===== src/sv/assert_macros.svh =====
// assertion helper macros shared by the tone generator modules
`ifndef ASSERT_MACROS_SVH
`define ASSERT_MACROS_SVH

`ifndef SYNTHESIS

// property must hold at every clock edge outside reset
`define STG_ASSERT(lbl, clk, rst_n, prop) \
    lbl: assert property (@(posedge clk) disable iff (!rst_n) (prop)) \
        else $error("assertion failed");

// expression must never be true outside reset
`define STG_ASSERT_NEVER(lbl, clk, rst_n, expr) \
    lbl: assert property (@(posedge clk) disable iff (!rst_n) !(expr)) \
        else $error("forbidden condition seen");

`else

`define STG_ASSERT(lbl, clk, rst_n, prop)
`define STG_ASSERT_NEVER(lbl, clk, rst_n, expr)

`endif

`endif


===== src/sv/stgen_pkg.sv =====
// shared types, constants and the sine lookup for the tone generator
package stgen_pkg;

    // default sizes
    localparam int STG_TABLE_DEPTH = 128;
    localparam int STG_PHASE_WIDTH = 16;

    // field widths
    localparam int OP_W    = 2;
    localparam int STEP_W  = 8;
    localparam int LEN_W   = 16;
    localparam int LEVEL_W = 8;
    localparam int TICKS_W = 21;
    localparam int ENV_W   = 7;
    localparam int SINE_W  = 8;
    localparam int SPTS_W  = 7;

    // operation codes
    localparam logic [OP_W-1:0] OP_TICK  = 2'd0;
    localparam logic [OP_W-1:0] OP_START = 2'd1;
    localparam logic [OP_W-1:0] OP_STOP  = 2'd2;

    // envelope
    localparam logic [ENV_W-1:0] ENV_FULL  = 7'd64;
    localparam int               ENV_SHIFT = 6;

    // tick count = floor(length * 1000 / 51), split as whole part plus remainder
    localparam int unsigned TICK_SCALE   = 1000;
    localparam int unsigned TICK_DIV     = 51;
    localparam int unsigned TICK_WHOLE   = TICK_SCALE / TICK_DIV;
    localparam int unsigned TICK_REM     = TICK_SCALE % TICK_DIV;
    localparam int          TICK_SHIFT   = 29;
    localparam int          TICK_RECIP_W = 24;
    localparam longint unsigned TICK_RECIP =
        ((64'd1 << TICK_SHIFT) + 64'(TICK_DIV) - 64'd1) / 64'(TICK_DIV);
    localparam logic [TICK_RECIP_W-1:0] TICK_RECIP_V = TICK_RECIP_W'(TICK_RECIP);

    // sine quarter wave, 128 points per period
    localparam logic [6:0] QUARTER_WAVE [0:32] = '{
        7'd0,   7'd6,   7'd12,  7'd19,  7'd25,  7'd31,  7'd37,  7'd43,  7'd49,
        7'd54,  7'd60,  7'd65,  7'd71,  7'd76,  7'd81,  7'd85,  7'd90,  7'd94,
        7'd98,  7'd102, 7'd106, 7'd109, 7'd112, 7'd115, 7'd117, 7'd120, 7'd122,
        7'd123, 7'd125, 7'd126, 7'd126, 7'd127, 7'd127
    };

    // controller to datapath commands
    typedef struct packed {
        logic capture;
        logic stop;
        logic start_mul;
        logic start_fin;
        logic tk_acc;
        logic tk_div;
        logic tk_mod;
        logic tk_scl;
        logic tk_att;
        logic tk_rel;
        logic out_load;
    } t_dp_cmd;

    // datapath to controller status
    typedef struct packed {
        logic active;
    } t_dp_stat;

    // unsigned sine sample centered on 128 for a point of a 128-point period
    function automatic logic [SINE_W-1:0] sine_at(input logic [SPTS_W-1:0] p);
        logic [SPTS_W-1:0] a;
        logic [6:0]        mag;
        if (p <= 7'd32) begin
            a = p;
        end else if (p <= 7'd64) begin
            a = 7'd64 - p;
        end else if (p <= 7'd96) begin
            a = p - 7'd64;
        end else begin
            a = 7'(8'd128 - {1'b0, p});
        end
        mag = QUARTER_WAVE[a[5:0]];
        if (p <= 7'd64) begin
            return 8'd128 + {1'b0, mag};
        end else begin
            return 8'd128 - {1'b0, mag};
        end
    endfunction

endpackage


===== src/sv/sine_tone_generator_with_envelope_core.sv =====
// top level of the sine tone generator with attack and release envelope
// Input channel (i_valid / o_stall) carries one item per operation: a sample
// tick, a tone start (i_step_size, i_length) or an output disconnect. Each
// item yields exactly one result on the output channel (o_valid / i_stall):
// the PWM compare level, the playing flag and the output enable flag.
// A tick while playing runs a six-step sequence through one shared datapath
// (phase add, reciprocal multiply and remainder for the table index, a second
// multiply for the table point, then sine times attack and times release) and
// its result is loaded in the write state; a start first runs the
// length-to-tick-count multiply and load; every other item goes straight to
// the write state. The next item is taken only after the load.
// A new item is taken as soon as the sequencer is idle, even while the last
// result still waits in the output register. If the receiver stalls, that
// result holds and the next finished item waits in the sequencer, which
// stalls the input until the output register frees.
// Synchronous active-low reset clears the tone state, turns the output
// enable on and empties the output register; no clearing pass is needed.
module sine_tone_generator_with_envelope_core
    import stgen_pkg::*;
#(
    parameter int TABLE_DEPTH = STG_TABLE_DEPTH,
    parameter int PHASE_WIDTH = STG_PHASE_WIDTH
) (
    input  logic               i_clk,
    input  logic               i_rst_n,
    input  logic               i_valid,
    output logic               o_stall,
    input  logic [OP_W-1:0]    i_operation,
    input  logic [STEP_W-1:0]  i_step_size,
    input  logic [LEN_W-1:0]   i_length,
    output logic               o_valid,
    input  logic               i_stall,
    output logic [LEVEL_W-1:0] o_pwm_level,
    output logic               o_playing,
    output logic               o_output_enabled
);

    t_dp_cmd  w_cmd;
    t_dp_stat w_stat;

    // sequencer
    stgen_ctrl u_ctrl (
        .i_clk       (i_clk),
        .i_rst_n     (i_rst_n),
        .i_valid     (i_valid),
        .o_stall     (o_stall),
        .i_operation (i_operation),
        .o_valid     (o_valid),
        .i_stall     (i_stall),
        .i_stat      (w_stat),
        .o_cmd       (w_cmd)
    );

    // datapath
    stgen_dp #(
        .TABLE_DEPTH (TABLE_DEPTH),
        .PHASE_WIDTH (PHASE_WIDTH)
    ) u_dp (
        .i_clk            (i_clk),
        .i_rst_n          (i_rst_n),
        .i_cmd            (w_cmd),
        .o_stat           (w_stat),
        .i_step_size      (i_step_size),
        .i_length         (i_length),
        .o_pwm_level      (o_pwm_level),
        .o_playing        (o_playing),
        .o_output_enabled (o_output_enabled)
    );

endmodule


===== src/sv/stgen_ctrl.sv =====
// sequencer for the tone generator: handshakes and datapath step commands
`include "assert_macros.svh"

module stgen_ctrl
    import stgen_pkg::*;
(
    input  logic            i_clk,
    input  logic            i_rst_n,
    input  logic            i_valid,
    output logic            o_stall,
    input  logic [OP_W-1:0] i_operation,
    output logic            o_valid,
    input  logic            i_stall,
    input  t_dp_stat        i_stat,
    output t_dp_cmd         o_cmd
);

    localparam logic [3:0] ST_IDLE   = 4'd0;
    localparam logic [3:0] ST_START  = 4'd1;
    localparam logic [3:0] ST_LOAD   = 4'd2;
    localparam logic [3:0] ST_TK_ACC = 4'd3;
    localparam logic [3:0] ST_TK_DIV = 4'd4;
    localparam logic [3:0] ST_TK_MOD = 4'd5;
    localparam logic [3:0] ST_TK_SCL = 4'd6;
    localparam logic [3:0] ST_TK_ATT = 4'd7;
    localparam logic [3:0] ST_TK_REL = 4'd8;
    localparam logic [3:0] ST_WRITE  = 4'd9;

    logic [3:0] r_state;
    logic [3:0] n_state;
    logic       r_out_valid;
    logic       n_out_valid;
    logic       w_slot_free;

    assign o_stall     = (r_state != ST_IDLE);
    assign o_valid     = r_out_valid;
    assign w_slot_free = !r_out_valid || !i_stall;

    // next state and command decode
    always_comb begin
        n_state = r_state;
        o_cmd   = '0;
        case (r_state)
            ST_IDLE: begin
                if (i_valid) begin
                    o_cmd.capture = 1'b1;
                    case (i_operation)
                        OP_TICK: begin
                            n_state = i_stat.active ? ST_TK_ACC : ST_WRITE;
                        end
                        OP_START: begin
                            n_state = ST_START;
                        end
                        OP_STOP: begin
                            o_cmd.stop = 1'b1;
                            n_state    = ST_WRITE;
                        end
                        default: begin
                            n_state = ST_WRITE;
                        end
                    endcase
                end
            end
            ST_START: begin
                o_cmd.start_mul = 1'b1;
                n_state         = ST_LOAD;
            end
            ST_LOAD: begin
                o_cmd.start_fin = 1'b1;
                n_state         = ST_WRITE;
            end
            ST_TK_ACC: begin
                o_cmd.tk_acc = 1'b1;
                n_state      = ST_TK_DIV;
            end
            ST_TK_DIV: begin
                o_cmd.tk_div = 1'b1;
                n_state      = ST_TK_MOD;
            end
            ST_TK_MOD: begin
                o_cmd.tk_mod = 1'b1;
                n_state      = ST_TK_SCL;
            end
            ST_TK_SCL: begin
                o_cmd.tk_scl = 1'b1;
                n_state      = ST_TK_ATT;
            end
            ST_TK_ATT: begin
                o_cmd.tk_att = 1'b1;
                n_state      = ST_TK_REL;
            end
            ST_TK_REL: begin
                o_cmd.tk_rel = 1'b1;
                n_state      = ST_WRITE;
            end
            ST_WRITE: begin
                if (w_slot_free) begin
                    o_cmd.out_load = 1'b1;
                    n_state        = ST_IDLE;
                end
            end
            default: begin
                n_state = ST_IDLE;
            end
        endcase
    end

    // output valid: set when a result is loaded, cleared when taken
    always_comb begin
        n_out_valid = r_out_valid;
        if (o_cmd.out_load) begin
            n_out_valid = 1'b1;
        end else if (r_out_valid && !i_stall) begin
            n_out_valid = 1'b0;
        end
    end

    always_ff @(posedge i_clk) begin
        if (!i_rst_n) begin
            r_state     <= ST_IDLE;
            r_out_valid <= 1'b0;
        end else begin
            r_state     <= n_state;
            r_out_valid <= n_out_valid;
        end
    end

    `STG_ASSERT(a_out_from_write, i_clk, i_rst_n, $rose(o_valid) |-> $past(r_state == ST_WRITE))
    `STG_ASSERT(a_write_waits, i_clk, i_rst_n, (r_state == ST_WRITE && r_out_valid && i_stall) |=> (r_state == ST_WRITE))
    `STG_ASSERT_NEVER(a_load_blocked, i_clk, i_rst_n, o_cmd.out_load && r_out_valid && i_stall)

endmodule


===== src/sv/stgen_dp.sv =====
// datapath: tone state, phase to table index, sine lookup and envelope scaling
`include "assert_macros.svh"

module stgen_dp
    import stgen_pkg::*;
#(
    parameter int TABLE_DEPTH = STG_TABLE_DEPTH,
    parameter int PHASE_WIDTH = STG_PHASE_WIDTH
) (
    input  logic               i_clk,
    input  logic               i_rst_n,
    input  t_dp_cmd            i_cmd,
    output t_dp_stat           o_stat,
    input  logic [STEP_W-1:0]  i_step_size,
    input  logic [LEN_W-1:0]   i_length,
    output logic [LEVEL_W-1:0] o_pwm_level,
    output logic               o_playing,
    output logic               o_output_enabled
);

    // rounded phase value and index sizes
    localparam int VW  = PHASE_WIDTH - 3;
    localparam int IW  = $clog2(TABLE_DEPTH);
    // index = v mod depth by reciprocal multiply
    localparam int K1  = VW + IW;
    localparam int M1W = VW + 2;
    localparam longint unsigned M1 =
        ((64'd1 << K1) + 64'(TABLE_DEPTH) - 64'd1) / 64'(TABLE_DEPTH);
    localparam logic [M1W-1:0] M1_V = M1W'(M1);
    localparam int P1W = VW + M1W;
    // table point = index * 128 / depth by reciprocal multiply
    localparam int YW  = IW + SPTS_W;
    localparam int K2  = YW + IW;
    localparam int M2W = IW + 9;
    localparam longint unsigned M2 =
        ((64'd1 << K2) + 64'(TABLE_DEPTH) - 64'd1) / 64'(TABLE_DEPTH);
    localparam logic [M2W-1:0] M2_V = M2W'(M2);
    localparam int P2W = YW + M2W;
    localparam logic [IW:0] DEPTH_V = (IW + 1)'(TABLE_DEPTH);

    // tone state
    logic [PHASE_WIDTH-1:0] r_phase;
    logic [STEP_W-1:0]      r_step;
    logic [TICKS_W-1:0]     r_ticks;
    logic [ENV_W-1:0]       r_attack;
    logic [ENV_W-1:0]       r_release;
    logic                   r_active;
    logic                   r_drive;
    logic [LEVEL_W-1:0]     r_level;

    // working registers
    logic [STEP_W-1:0]                  r_step_in;
    logic [LEN_W-1:0]                   r_len;
    logic [TICKS_W-1:0]                 r_len_rem;
    logic [TICKS_W+TICK_RECIP_W-1:0]    r_sprod;
    logic                               r_end;
    logic [P1W-1:0]                     r_prod1;
    logic [IW-1:0]                      r_idx;
    logic [P2W-1:0]                     r_prod2;
    logic [LEVEL_W-1:0]                 r_sa;

    // output register
    logic [LEVEL_W-1:0] r_out_level;
    logic               r_out_playing;
    logic               r_out_drive;

    logic [PHASE_WIDTH-1:0] w_phase4;
    logic [VW-1:0]          w_v;
    logic [VW-1:0]          w_q;
    logic [VW+IW:0]         w_qd;
    logic [VW-1:0]          w_rem;
    logic [SINE_W-1:0]      w_sine;
    logic [SINE_W+ENV_W-1:0] w_sa_full;
    logic [LEVEL_W+ENV_W-1:0] w_lvl_full;

    assign o_stat.active    = r_active;
    assign o_pwm_level      = r_out_level;
    assign o_playing        = r_out_playing;
    assign o_output_enabled = r_out_drive;

    // index arithmetic
    assign w_phase4   = r_phase + PHASE_WIDTH'(4);
    assign w_v        = w_phase4[PHASE_WIDTH-1:3];
    assign w_q        = VW'(r_prod1 >> K1);
    assign w_qd       = w_q * DEPTH_V;
    assign w_rem      = w_v - w_qd[VW-1:0];
    assign w_sine     = sine_at(r_prod2[K2+SPTS_W-1:K2]);
    assign w_sa_full  = w_sine * r_attack;
    assign w_lvl_full = r_sa * r_release;

    // input capture and start arithmetic
    always_ff @(posedge i_clk) begin
        if (i_cmd.capture) begin
            r_step_in <= i_step_size;
            r_len     <= i_length;
            r_len_rem <= TICKS_W'(i_length * TICK_REM);
        end
        if (i_cmd.start_mul) begin
            r_sprod <= r_len_rem * TICK_RECIP_V;
        end
    end

    // tick pipeline working registers
    always_ff @(posedge i_clk) begin
        if (i_cmd.tk_acc) begin
            r_end <= (r_ticks == '0);
        end
        if (i_cmd.tk_div) begin
            r_prod1 <= w_v * M1_V;
        end
        if (i_cmd.tk_mod) begin
            r_idx <= IW'(w_rem);
        end
        if (i_cmd.tk_scl) begin
            r_prod2 <= {r_idx, {SPTS_W{1'b0}}} * M2_V;
        end
        if (i_cmd.tk_att) begin
            r_sa <= LEVEL_W'(w_sa_full >> ENV_SHIFT);
        end
    end

    // tone state updates
    always_ff @(posedge i_clk) begin
        if (!i_rst_n) begin
            r_phase   <= '0;
            r_step    <= '0;
            r_ticks   <= '0;
            r_attack  <= '0;
            r_release <= '0;
            r_active  <= 1'b0;
            r_drive   <= 1'b1;
            r_level   <= '0;
        end else begin
            if (i_cmd.stop) begin
                r_drive <= 1'b0;
            end
            if (i_cmd.start_fin) begin
                r_step    <= r_step_in;
                r_attack  <= '0;
                r_release <= ENV_FULL;
                r_ticks   <= TICKS_W'(r_len * TICK_WHOLE)
                           + TICKS_W'(r_sprod >> TICK_SHIFT);
                r_active  <= 1'b1;
                r_drive   <= 1'b1;
            end
            if (i_cmd.tk_acc) begin
                r_phase <= r_phase + PHASE_WIDTH'(r_step);
                if (r_attack < ENV_FULL) begin
                    r_attack <= r_attack + 1'b1;
                end
                if (r_ticks < TICKS_W'(ENV_FULL)) begin
                    r_release <= ENV_W'(r_ticks);
                end
                if (r_ticks == '0) begin
                    r_active <= 1'b0;
                end else begin
                    r_ticks <= r_ticks - 1'b1;
                end
            end
            if (i_cmd.tk_rel) begin
                if (r_end || r_step == '0) begin
                    r_level <= '0;
                end else begin
                    r_level <= LEVEL_W'(w_lvl_full >> ENV_SHIFT);
                end
            end
        end
    end

    // result register
    always_ff @(posedge i_clk) begin
        if (i_cmd.out_load) begin
            r_out_level   <= r_level;
            r_out_playing <= r_active;
            r_out_drive   <= r_drive;
        end
    end

    // level may lag the end of a tone only until the final tick clears it
    `STG_ASSERT_NEVER(a_idle_level, i_clk, i_rst_n, !r_active && !r_end && r_level != '0)
    `STG_ASSERT_NEVER(a_attack_cap, i_clk, i_rst_n, r_attack > ENV_FULL)
    `STG_ASSERT(a_ticks_down, i_clk, i_rst_n, (i_cmd.tk_acc && r_ticks != '0) |=> (r_ticks == $past(r_ticks) - 1'b1))

endmodule


===== config.mk =====
export PLATFORM = sky130hd
export DESIGN_NAME = sine_tone_generator_with_envelope_core
export DESIGN_NICKNAME = d
export VERILOG_FILES = /design/src/sv/stgen_pkg.sv /design/src/sv/sine_tone_generator_with_envelope_core.sv /design/src/sv/stgen_ctrl.sv /design/src/sv/stgen_dp.sv
export VERILOG_INCLUDE_DIRS = /design/src /design/src/sv
export SDC_FILE = /design/constraint.sdc
export NUM_CORES = 1
export LEC_CHECK = 0
export BUFFER_PORTS_ARGS = -buffer_cell sky130_fd_sc_hd__buf_2
export CORE_MARGIN = 2
export CORE_UTILIZATION = 25
export CTS_CLUSTER_DIAMETER = 50
export DETAILED_ROUTE_END_ITERATION = 16
export GPL_TIMING_DRIVEN = 0
export HOLD_SLACK_MARGIN = 0.06
export PLACE_DENSITY = 0.41
export SLEW_MARGIN = 20
export SYNTH_ARGS = -nofsm -noshare
export SYNTH_HDL_FRONTEND = slang
export SYNTH_SLANG_ARGS = --single-unit

===== constraint.sdc =====
create_clock -name i_clk -period 15.2 [get_ports i_clk]
set_clock_uncertainty 0.2 [all_clocks]
set_input_delay 0.76 -clock i_clk [delete_from_list [all_inputs] [get_ports i_clk]]
set_output_delay 0.76 -clock i_clk [all_outputs]
set_load 0.01 [all_outputs]

==> results of run 1 <==
[how the worst max path moves through the flow]
| stage | start | to | slack, ns | depth (start not counted) |
|---|---|---|---|---|
| global placement | u_dp.r_prod2[21] | u_dp.r_sa[6] | 6.31 | 29 |
| floorplan | u_dp.r_prod2[21] | u_dp.r_sa[6] | 7.34 | 29 |
| detailed placement | u_dp.r_prod2[21] | u_dp.r_sa[6] | 6.36 | 29 |
| global route | u_dp.r_prod2[21] | u_dp.r_sa[6] | 5.77 | 29 |
| finish | u_dp.r_prod2[21] | u_dp.r_sa[6] | 6.34 | 29 |
| CTS | u_dp.r_prod2[21] | u_dp.r_sa[6] | 6.32 | 29 |
[through the flow]
stage / instance area (um2) / setup WS [ns] / hold slack [ns]
after global placement: 19400 / 6.31 / 0.204
final: 20000 / 6.34 / 0.221
after global routing: 20000 / 5.77 / 0.232
after detailed placement: 19400 / 6.36 / 0.205
after floorplan: 18000 / 7.34 / 0.200
after CTS: 20000 / 6.32 / 0.221
[kinds of logic (layout without fill, tap and decap cells)]
logic type	count (synthesis)	count (layout)	share of synthesized area, %
buffers and inverters	293	366	6.17
flip-flops	161	161	23.0
XOR/XNOR	91	91	4.46
AO/OA/AOI/OAI	307	307	11.6
multiplexers	5	5	0.305
adder cells (fa/ha/maj)	486	486	41.4
AND/OR/NAND/NOR	463	463	13.0
[registers in the layout, indices dropped and copies added, names as in the netlist, 8 cells and up]
signal and flops:
u_dp.r_len_rem 21, u_dp.r_ticks 21, u_dp.r_sprod 16, u_dp.r_len 15
u_dp.r_phase 10, u_dp.o_pwm_level 8, u_dp.r_level 8, u_dp.r_sa 8
u_dp.r_step 8, u_dp.r_step_in 8
[cells in the final DEF (no fill, tap or decap), drive strengths merged, types with 8 or more instances in the layout]
| master | n |
|---|---|
| ha | 303 |
| inv | 253 |
| fa | 183 |
| nand2 | 146 |
| edfxtp | 93 |
| nor2 | 79 |
| o21ai | 71 |
| dfxtp | 68 |
| a21oi | 66 |
| xnor2 | 63 |
| and2 | 58 |
| clkbuf | 57 |
| buf | 47 |
| nand3 | 35 |
| nor3 | 31 |
| nor2b | 28 |
| xor2 | 28 |
| a21boi | 27 |
| a21o | 27 |
| nand2b | 14 |
| a31oi | 14 |
| and3 | 14 |
| a22oi | 13 |
| nor4 | 13 |
| a211oi | 11 |
| o31ai | 11 |
| o21a | 9 |
| o21bai | 9 |
| clkinv | 8 |
[critical path: cells and delay by family (launching register included)]
kind,cells,cell delay (ns)
compound gates,12,3.03
fa+ha+maj,7,2.64
simple gates,4,0.89
xor+xnor,2,0.67
flops,1,0.62
buf+inv,4,0.55
[final cells by class]
type / count / area [um2] / share of cell area, %
Clock buffer: 18 / 439 / 2.19
Tap cell: 950 / 1190 / 5.93
Clock inverter: 14 / 146 / 0.731
Timing Repair Buffer: 41 / 208 / 1.04
Multi-Input combinational cell: 1352 / 12800 / 63.8
Inverter: 248 / 931 / 4.65
Sequential cell: 161 / 4150 / 20.7
Buffer: 45 / 181 / 0.906
[layer usage]
metal  GRT usage (%)  part of all wire (%)  vias up
met1            15.2                    47     6153
met2            20.5                    48      123
li1                -                     -     6288
met4            4.05                   2.5        2
met3            1.81                   2.2       56
met5               0                 0.031        -
[synth_stat cells (all sizes together) (4+ instances only)]
cell / n / share of area [%]
ha: 303 / 21
inv: 246 / 5.1
fa: 183 / 20
nand2: 146 / 3.1
edfxtp: 93 / 15
nor2: 79 / 1.6
o21ai: 71 / 2.0
dfxtp: 68 / 7.6
a21oi: 66 / 1.9
xnor2: 63 / 3.1
and2: 58 / 2.0
clkbuf: 39 / 0.81
nand3: 35 / 0.97
nor3: 31 / 0.94
nor2b: 28 / 0.97
xor2: 28 / 1.4
a21boi: 27 / 1.1
a21o: 27 / 1.1
a31oi: 14 / 0.49
and3: 14 / 0.51
nand2b: 14 / 0.49
a22oi: 13 / 0.54
nor4: 13 / 0.45
a211oi: 11 / 0.46
o31ai: 11 / 0.56
o21a: 9 / 0.37
o21bai: 9 / 0.37
or3: 7 / 0.25
a221oi: 6 / 0.36
buf: 6 / 0.19
nand4: 6 / 0.24
nor3b: 6 / 0.31
or2: 6 / 0.21
and4: 5 / 0.24
a311oi: 4 / 0.33
mux2: 4 / 0.25
o211ai: 4 / 0.17
o22ai: 4 / 0.14
==> run_results.csv, run 1 <==
group,metric,value,unit
worst_setup_path,r2r_start,"u_dp.r_prod2[21]",
finish,layout-drive-gt1-share,6.71,%
detailed_routing,via_per_inst,4.46,
synthesis,synth_cell_types,89,
global_route,grt_first_pass_wirelength,69800,um
timing,setup_viol,0,
worst_setup_path,slowest_stage,"edfxtp_1",
worst_setup_path,critPathLaunchType,"flip-flop",
floorplan,dieWidth,273,um
worst_setup_path,path_max_fanout,12,
clock_tree,cts_tree,"done",
global_route,grt_overflow,0,
timing,fin_crit_sh,58.3,%
worst_setup_path,r2r_setup_slack,6.34,ns
synthesis,synth_cells,1806,
timing,max_freq,0.113,GHz
min_path,holdCritStartpoint,"u_dp.r_idx[3]",
clock_tree,cts_setup_buffers,0,
global_route,grt_max_degree,46,
clock_tree,h-tree-depth,4,
timing,tightest_slew,0.963,ns
synthesis,synth_warnings,0,
clock_tree,postCtsHoldBufs,0,
finish,final_util,28.0,%
worst_setup_path,reg2reg_depth,29,
floorplan,dieArea,74300,um2
placement,port_buffers,40,
worst_setup_path,endpoint_kind,"flip-flop",
clock_tree,cts-root-buf,"clkbuf_16",
floorplan,core_area,71500,um2
timing,min_period,8.86,ns
floorplan,rows,98,
timing,drv_slew,0,
placement,place_hpwl,35300,um
worst_setup_path,arrival,8.88,ns
status,status,"finished, final reports clean",
min_path,hold_class,"flip-flop to flip-flop",
finish,fill_cells,7620,
detailed_routing,drt_iter0_drc,481,
synthesis,synth-main-ff-cell,"edfxtp_1",
timing,relSlewSlack,35.3,%
detailed_routing,ant_nets,0,
global_route,grt_pass1_vias,13300,
synthesis,synth_seq_cells,161,
min_path,hold-path-endpoint,"u_dp.r_prod2[24]",
timing,rsz0062_at_grt,"no",
synthesis,synth_edf_count,93,
detailed_routing,drc,0,
finish,num_antenna_cells,0,
worst_setup_path,max_stage_delay,0.62,ns
timing,timing.setup.tns,0,ns
clock_tree,post_cts_resize_count,0,
placement,dp_cells,2797,
detailed_routing,drt_first_pass_iters,5,
timing,finalHoldViolCount,0,
worst_setup_path,critPathRequiredTime,15.22,ns
global_route,antenna_found_initial,1,
finish,fin_cells,2829,
global_route,grt_use_total,11.9,%
clock_tree,clock_sinks,161,
floorplan,initial_core_util,25.2,%
clock_tree,max-clock-path-buffers,2,
synthesis,async_flop_share,0,%
worst_setup_path,rr_endpoint,"u_dp.r_sa[6]",
clock_tree,clk_pin_slew_worst_paths,0.07,ns
detailed_routing,drt-total-wl,42400,um
finish,area_delta_synth_final,11.1,%
worst_setup_path,crit_type,"flip-flop to flip-flop",
detailed_routing,vias,12600,
clock_tree,cts-buffers-inserted,17,
placement,place.gp.congestion,0.841,
synthesis,ys_seq_area_share,23.0,%
synthesis,syn-num-nets,2322,
synthesis,post_synth.cell_area_avg,9.98,um2
floorplan,dieHeight,273,um
clock_tree,clk_latency,0.47,ns
run,max_cap_violations,0,
min_path,hold_depth,0,
finish,layout.nets,2382,
synthesis,syn-cell-area,18000,um2
detailed_routing,wl_per_cell,15.0,um
floorplan,ios,42,
Power of run 1 is not shown: default switching activity piles up to over one toggle a cycle in this logic, so the estimate is an artifact.
==> run 2, diff against run 1 <==
--- a/config.mk
+++ b/config.mk
@@ -13,7 +13,7 @@
 export DETAILED_ROUTE_END_ITERATION = 16
 export GPL_TIMING_DRIVEN = 0
 export HOLD_SLACK_MARGIN = 0.06
-export PLACE_DENSITY = 0.41
+export PLACE_DENSITY = 0.42
 export SLEW_MARGIN = 20
 export SYNTH_ARGS = -nofsm -noshare
 export SYNTH_HDL_FRONTEND = slang
==> constraint.sdc (replaced) <==
create_clock -name i_clk -period 7.4 [get_ports i_clk]
set_clock_uncertainty 0.2 [all_clocks]
set_input_delay 0.37 -clock i_clk [delete_from_list [all_inputs] [get_ports i_clk]]
set_output_delay 0.37 -clock i_clk [all_outputs]
set_load 0.01 [all_outputs]
==> run_results.csv, run 2 (synthesis gave the netlist of run 1 again) <==
group,metric,value,unit
timing,finalHoldViolCount,0,
detailed_routing,drt_first_pass_iters,5,
worst_setup_path,critPathRequiredTime,7.41,ns
timing,layout_setup_ws,-0.0518,ns
worst_setup_path,arrival,7.46,ns
clock_tree,cts-root-buf,"clkbuf_16",
timing,min_period,7.45,ns
floorplan,ios,42,
worst_setup_path,max_stage_delay,0.56,ns
placement,dp_slack,-0.914,ns
global_route,grt_pass1_vias,13600,
timing,rsz0062_at_grt,"yes",
timing,setup_viol,1,
clock_tree,clock_sinks,161,
worst_setup_path,endpoint_kind,"flip-flop",
placement,place.gp.congestion,0.823,
worst_setup_path,rr_endpoint,"u_dp.r_sa[6]",
global_route,grt_overflow,0,
worst_setup_path,cp-endpoint,"u_dp.r_sa[6]",
clock_tree,clk_latency,0.47,ns
clock_tree,clk_pin_slew_worst_paths,0.07,ns
global_route,antenna_found_initial,0,
detailed_routing,wl_per_cell,14.8,um
detailed_routing,ant_nets,0,
detailed_routing,drt-total-wl,42800,um
timing,tightest_slew,0.947,ns
worst_setup_path,critPathLaunchType,"flip-flop",
global_route,grt_max_degree,46,
floorplan,core_area,71500,um2
finish,final_common_cell,"ha_1",
floorplan,dieArea,74300,um2
finish,area_delta_synth_final,15.5,%
floorplan,initial_core_util,25.2,%
finish,layout-drive-gt1-share,10.3,%
worst_setup_path,crit_type,"flip-flop to flip-flop",
clock_tree,cts_tree,"done",
min_path,hold_class,"input pin to flip-flop",
status,violations,"negative setup slack",
worst_setup_path,r2r_setup_slack,-0.05,ns
timing,fin_crit_sh,101,%
detailed_routing,via_per_inst,4.46,
finish,layout.nets,2439,
finish,final_cell_mix,"ha_1, inv_1, fa_1",
worst_setup_path,r2r_start,"u_dp.r_prod2[21]",
timing,relSlewSlack,36.4,%
worst_setup_path,path_max_fanout,4,
global_route,grt_use_total,12.0,%
floorplan,dieHeight,273,um
worst_setup_path,startpoint,"u_dp.r_prod2[21]",
detailed_routing,vias,12900,
timing,drv_slew,0,
timing,max_freq,0.134,GHz
placement,port_buffers,40,
finish,reg_top3,"u_dp.r_len_rem x21, u_dp.r_ticks x21, u_dp.r_sprod x16",
clock_tree,cts-buffers-inserted,17,
floorplan,dieWidth,273,um
placement,place_hpwl,35200,um
run,max_cap_violations,0,
detailed_routing,drc,0,
detailed_routing,drt_iter0_drc,530,
floorplan,rows,98,
clock_tree,max-clock-path-buffers,2,
worst_setup_path,slowest_stage,"fa_1",
finish,num_antenna_cells,0,
status,status,"complete, but fails checks",
worst_setup_path,reg2reg_depth,29,
global_route,grt_first_pass_wirelength,70900,um
clock_tree,h-tree-depth,4,
==> run 2: cell types whose count changed in the layout (fill, tap and decap cells not counted), moves of 4 or more <==
cell           change
xnor2_2            +4
o21ai_0            -5
ha_4              +10
ha_1              -11
dlygate4sd3_1     +23
inv_1             -11
xnor2_1            -4
buf_4             +34
inv_2              +9
inv_8              -4
==> run 2: timing repair <==
item | CTS | global route
hold buffers | 23 | 0
hold endpoints to repair | 23 | 0
buffers inserted | 29 | 5
gates resized for setup | 31 | 14
pin swaps | 33 | 21
setup endpoints to repair | 10 | 9
==> run 2: area by class of cell <==
class / count / area, um2
sequential: 161 / 4150
buffer: 45 / 181
multi-input combinational: 1352 / 13100
inverter: 248 / 938
timing repair buffer: 98 / 693
clock buffer: 21 / 462
clock inverter: 10 / 128
tap: 950 / 1190
fill: 7502 / 50700
==> run 2: worst min path at each step <==
stage | start | end | slack (ns) | cells past startpoint
final | i_length[12] | u_dp.r_len[12] | 0.1 | 1
after global routing | i_length[10] | u_dp.r_len[10] | 0.08 | 1
after CTS | i_length[10] | u_dp.r_len[10] | 0.06 | 1
after detailed placement | u_dp.r_idx[2] | u_dp.r_prod2[23] | 0.21 | 0
after global placement | u_dp.r_idx[3] | u_dp.r_prod2[24] | 0.20 | 0
after floorplan | u_dp.r_idx[0] | u_dp.r_prod2[21] | 0.20 | 0
==> run 2: metal layers <==
metal  wire length, um  global-route usage, %
met5                 0                      0
met4               674                   3.46
met3               815                   1.57
met2             21300                   21.2
met1             20000                   15.3
==> run 2: critical path, delay by kind of cell, from the launching register on <==
family / cells / cell delay (ns)
XOR/XNOR: 2 / 0.55
adder cells (fa/ha/maj): 7 / 2.45
flip-flops: 1 / 0.49
buffers and inverters: 6 / 0.68
AO/OA/AOI/OAI: 10 / 2.04
AND/OR/NAND/NOR: 4 / 0.76
==> run 2: through the flow <==
| stage | std cells | setup TNS, ns | hold slack [ns] | utilization (%) | cell area, um2 |
|---|---|---|---|---|---|
| 3_5_place_dp | 2797 | -4.60 | 0.209 | 27.3 | 19500 |
| 6_report | 2885 | -0.0518 | 0.0961 | 29.1 | 20800 |
| 3_3_place_gp | 2796 | -4.71 | 0.205 | 27.3 | 19500 |
| 4_1_cts | 2880 | -0.248 | 0.0618 | 29.0 | 20700 |
| 2_1_floorplan | 1806 | -0.0278 | 0.200 | - | 18100 |
| 5_1_grt | 2885 | -1.03 | 0.0848 | 29.1 | 20800 |
Power of run 2 is left out for the same reason.
==> run 3, diff against run 2 <==
==> constraint.sdc (replaced) <==
create_clock -name i_clk -period 6.5 [get_ports i_clk]
set_clock_uncertainty 0.2 [all_clocks]
set_input_delay 0.325 -clock i_clk [delete_from_list [all_inputs] [get_ports i_clk]]
set_output_delay 0.325 -clock i_clk [all_outputs]
set_load 0.01 [all_outputs]
==> run_results.csv, run 3 (synthesis gave the netlist of run 1 again) <==
group,metric,value,unit
finish,area_delta_synth_final,16.7,%
timing,relSlewSlack,37.2,%
timing,setup_viol,8,
worst_setup_path,endpoint_kind,"flip-flop",
timing,rsz0062_at_grt,"yes",
global_route,grt_use_total,12.0,%
global_route,antenna_found_initial,1,
timing,min_period,7.50,ns
min_path,hold_class,"input pin to flip-flop",
timing,tightest_slew,0.940,ns
run,max_cap_violations,0,
placement,port_buffers,40,
timing,fin_crit_sh,115,%
min_path,holdCritStartpoint,"i_rst_n",
floorplan,dieWidth,273,um
clock_tree,h-tree-depth,4,
global_route,grt_first_pass_wirelength,70700,um
detailed_routing,ant_nets,0,
detailed_routing,vias,12900,
detailed_routing,drt-total-wl,42900,um
floorplan,dieArea,74300,um2
floorplan,rows,98,
floorplan,ios,42,
floorplan,initial_core_util,25.2,%
finish,final_util,29.4,%
clock_tree,clk_pin_slew_worst_paths,0.07,ns
finish,layout-drive-gt1-share,11.1,%
detailed_routing,wl_per_cell,14.8,um
finish,fin_cells,2901,
placement,place_hpwl,35000,um
worst_setup_path,critPathRequiredTime,6.52,ns
placement,dp_cells,2797,
finish,reg_top3,"u_dp.r_len_rem x21, u_dp.r_ticks x21, u_dp.r_sprod x16",
min_path,hold_depth,2,
worst_setup_path,arrival,7.53,ns
min_path,hold-path-endpoint,"u_dp.r_ticks[0]",
finish,final_common_cell,"ha_1",
placement,place.gp.congestion,0.843,
clock_tree,cts-buffers-inserted,17,
detailed_routing,drc,0,
finish,final_cell_mix,"ha_1, inv_1, fa_1",
worst_setup_path,critPathLaunchType,"flip-flop",
timing,max_freq,0.133,GHz
timing,layout_setup_ws,-1.00,ns
detailed_routing,drt_iter0_drc,566,
detailed_routing,drt_first_pass_iters,5,
detailed_routing,via_per_inst,4.45,
global_route,grt_pass1_vias,13600,
worst_setup_path,slowest_stage,"fa_1",
worst_setup_path,r2r_setup_slack,-1.00,ns
placement,dpl_cell_area,19500,um2
timing,finalHoldViolCount,0,
floorplan,dieHeight,273,um
status,status,"complete, but fails checks",
worst_setup_path,reg2reg_depth,30,
clock_tree,cts_tree,"done",
timing,drv_slew,0,
clock_tree,max-clock-path-buffers,2,
worst_setup_path,r2r_start,"u_dp.r_prod2[21]",
global_route,grt_max_degree,46,
floorplan,core_area,71500,um2
finish,fin_area,21000,um2
worst_setup_path,path_max_fanout,6,
worst_setup_path,rr_endpoint,"u_dp.r_sa[6]",
status,violations,"negative setup slack",
worst_setup_path,crit_type,"flip-flop to flip-flop",
clock_tree,cts-root-buf,"clkbuf_16",
clock_tree,clk_latency,0.48,ns
worst_setup_path,max_stage_delay,0.58,ns
clock_tree,clock_sinks,161,
global_route,grt_overflow,0,
finish,num_antenna_cells,0,
finish,layout.nets,2454,
run 3: per-stage QoR:
step           hold slack, ns  TNS [ns]  setup slack, ns
6_report                0.101     -6.28            -1.00
5_1_grt                 0.107     -8.21            -1.24
4_1_cts                0.0615     -6.43            -1.07
3_5_place_dp            0.208    -15.91            -1.77
3_3_place_gp            0.204    -16.33            -1.82
2_1_floorplan           0.200     -4.89           -0.928
run 3: metal layers:
metal	global-route usage, %	part of all wire (%)	wire [um]
met2	21.0	49	21000
met5	0	0	0
met3	1.78	2.0	868
met1	15.2	47	20200
met4	3.70	1.9	820
run 3: worst max-delay path: cells and delay by family (launching register included):
family                   cells  cell delay (ns)
flip-flops                   1             0.48
AND/OR/NAND/NOR              4             0.72
adder cells (fa/ha/maj)      8             2.77
AO/OA/AOI/OAI                9             2.11
XOR/XNOR                     2             0.33
buffers and inverters        7             0.59
run 3: worst max-delay path by stage:
stage	startpoint	endpoint	slack, ns	depth (start not counted)
after global routing	u_dp.r_prod2[21]	u_dp.r_sa[6]	-1.24	30
after global placement	u_dp.r_prod2[21]	u_dp.r_sa[6]	-1.82	28
after floorplan	u_dp.r_prod2[21]	u_dp.r_sa[6]	-0.93	28
final	u_dp.r_prod2[21]	u_dp.r_sa[6]	-1.00	30
after detailed placement	u_dp.r_prod2[21]	u_dp.r_sa[6]	-1.77	27
after CTS	u_dp.r_prod2[21]	u_dp.r_sa[6]	-1.07	29
run 3: layout make-up:
cell class	count	area [um2]
clock buffer	21	450
clock inverter	11	104
timing repair buffer	113	843
inverter	248	938
buffer	45	181
multi-input combinational	1352	13200
tap	950	1190
sequential	161	4150
fill	7521	50500
run 3: repair_timing:
action | CTS | global route
setup buffers | 31 | 12
hold buffers | 29 | 0
setup endpoints to repair | 17 | 12
pin swaps | 46 | 41
hold endpoints to repair | 32 | 0
gates resized for setup | 50 | 16
Power of run 3 is left out for the same reason.
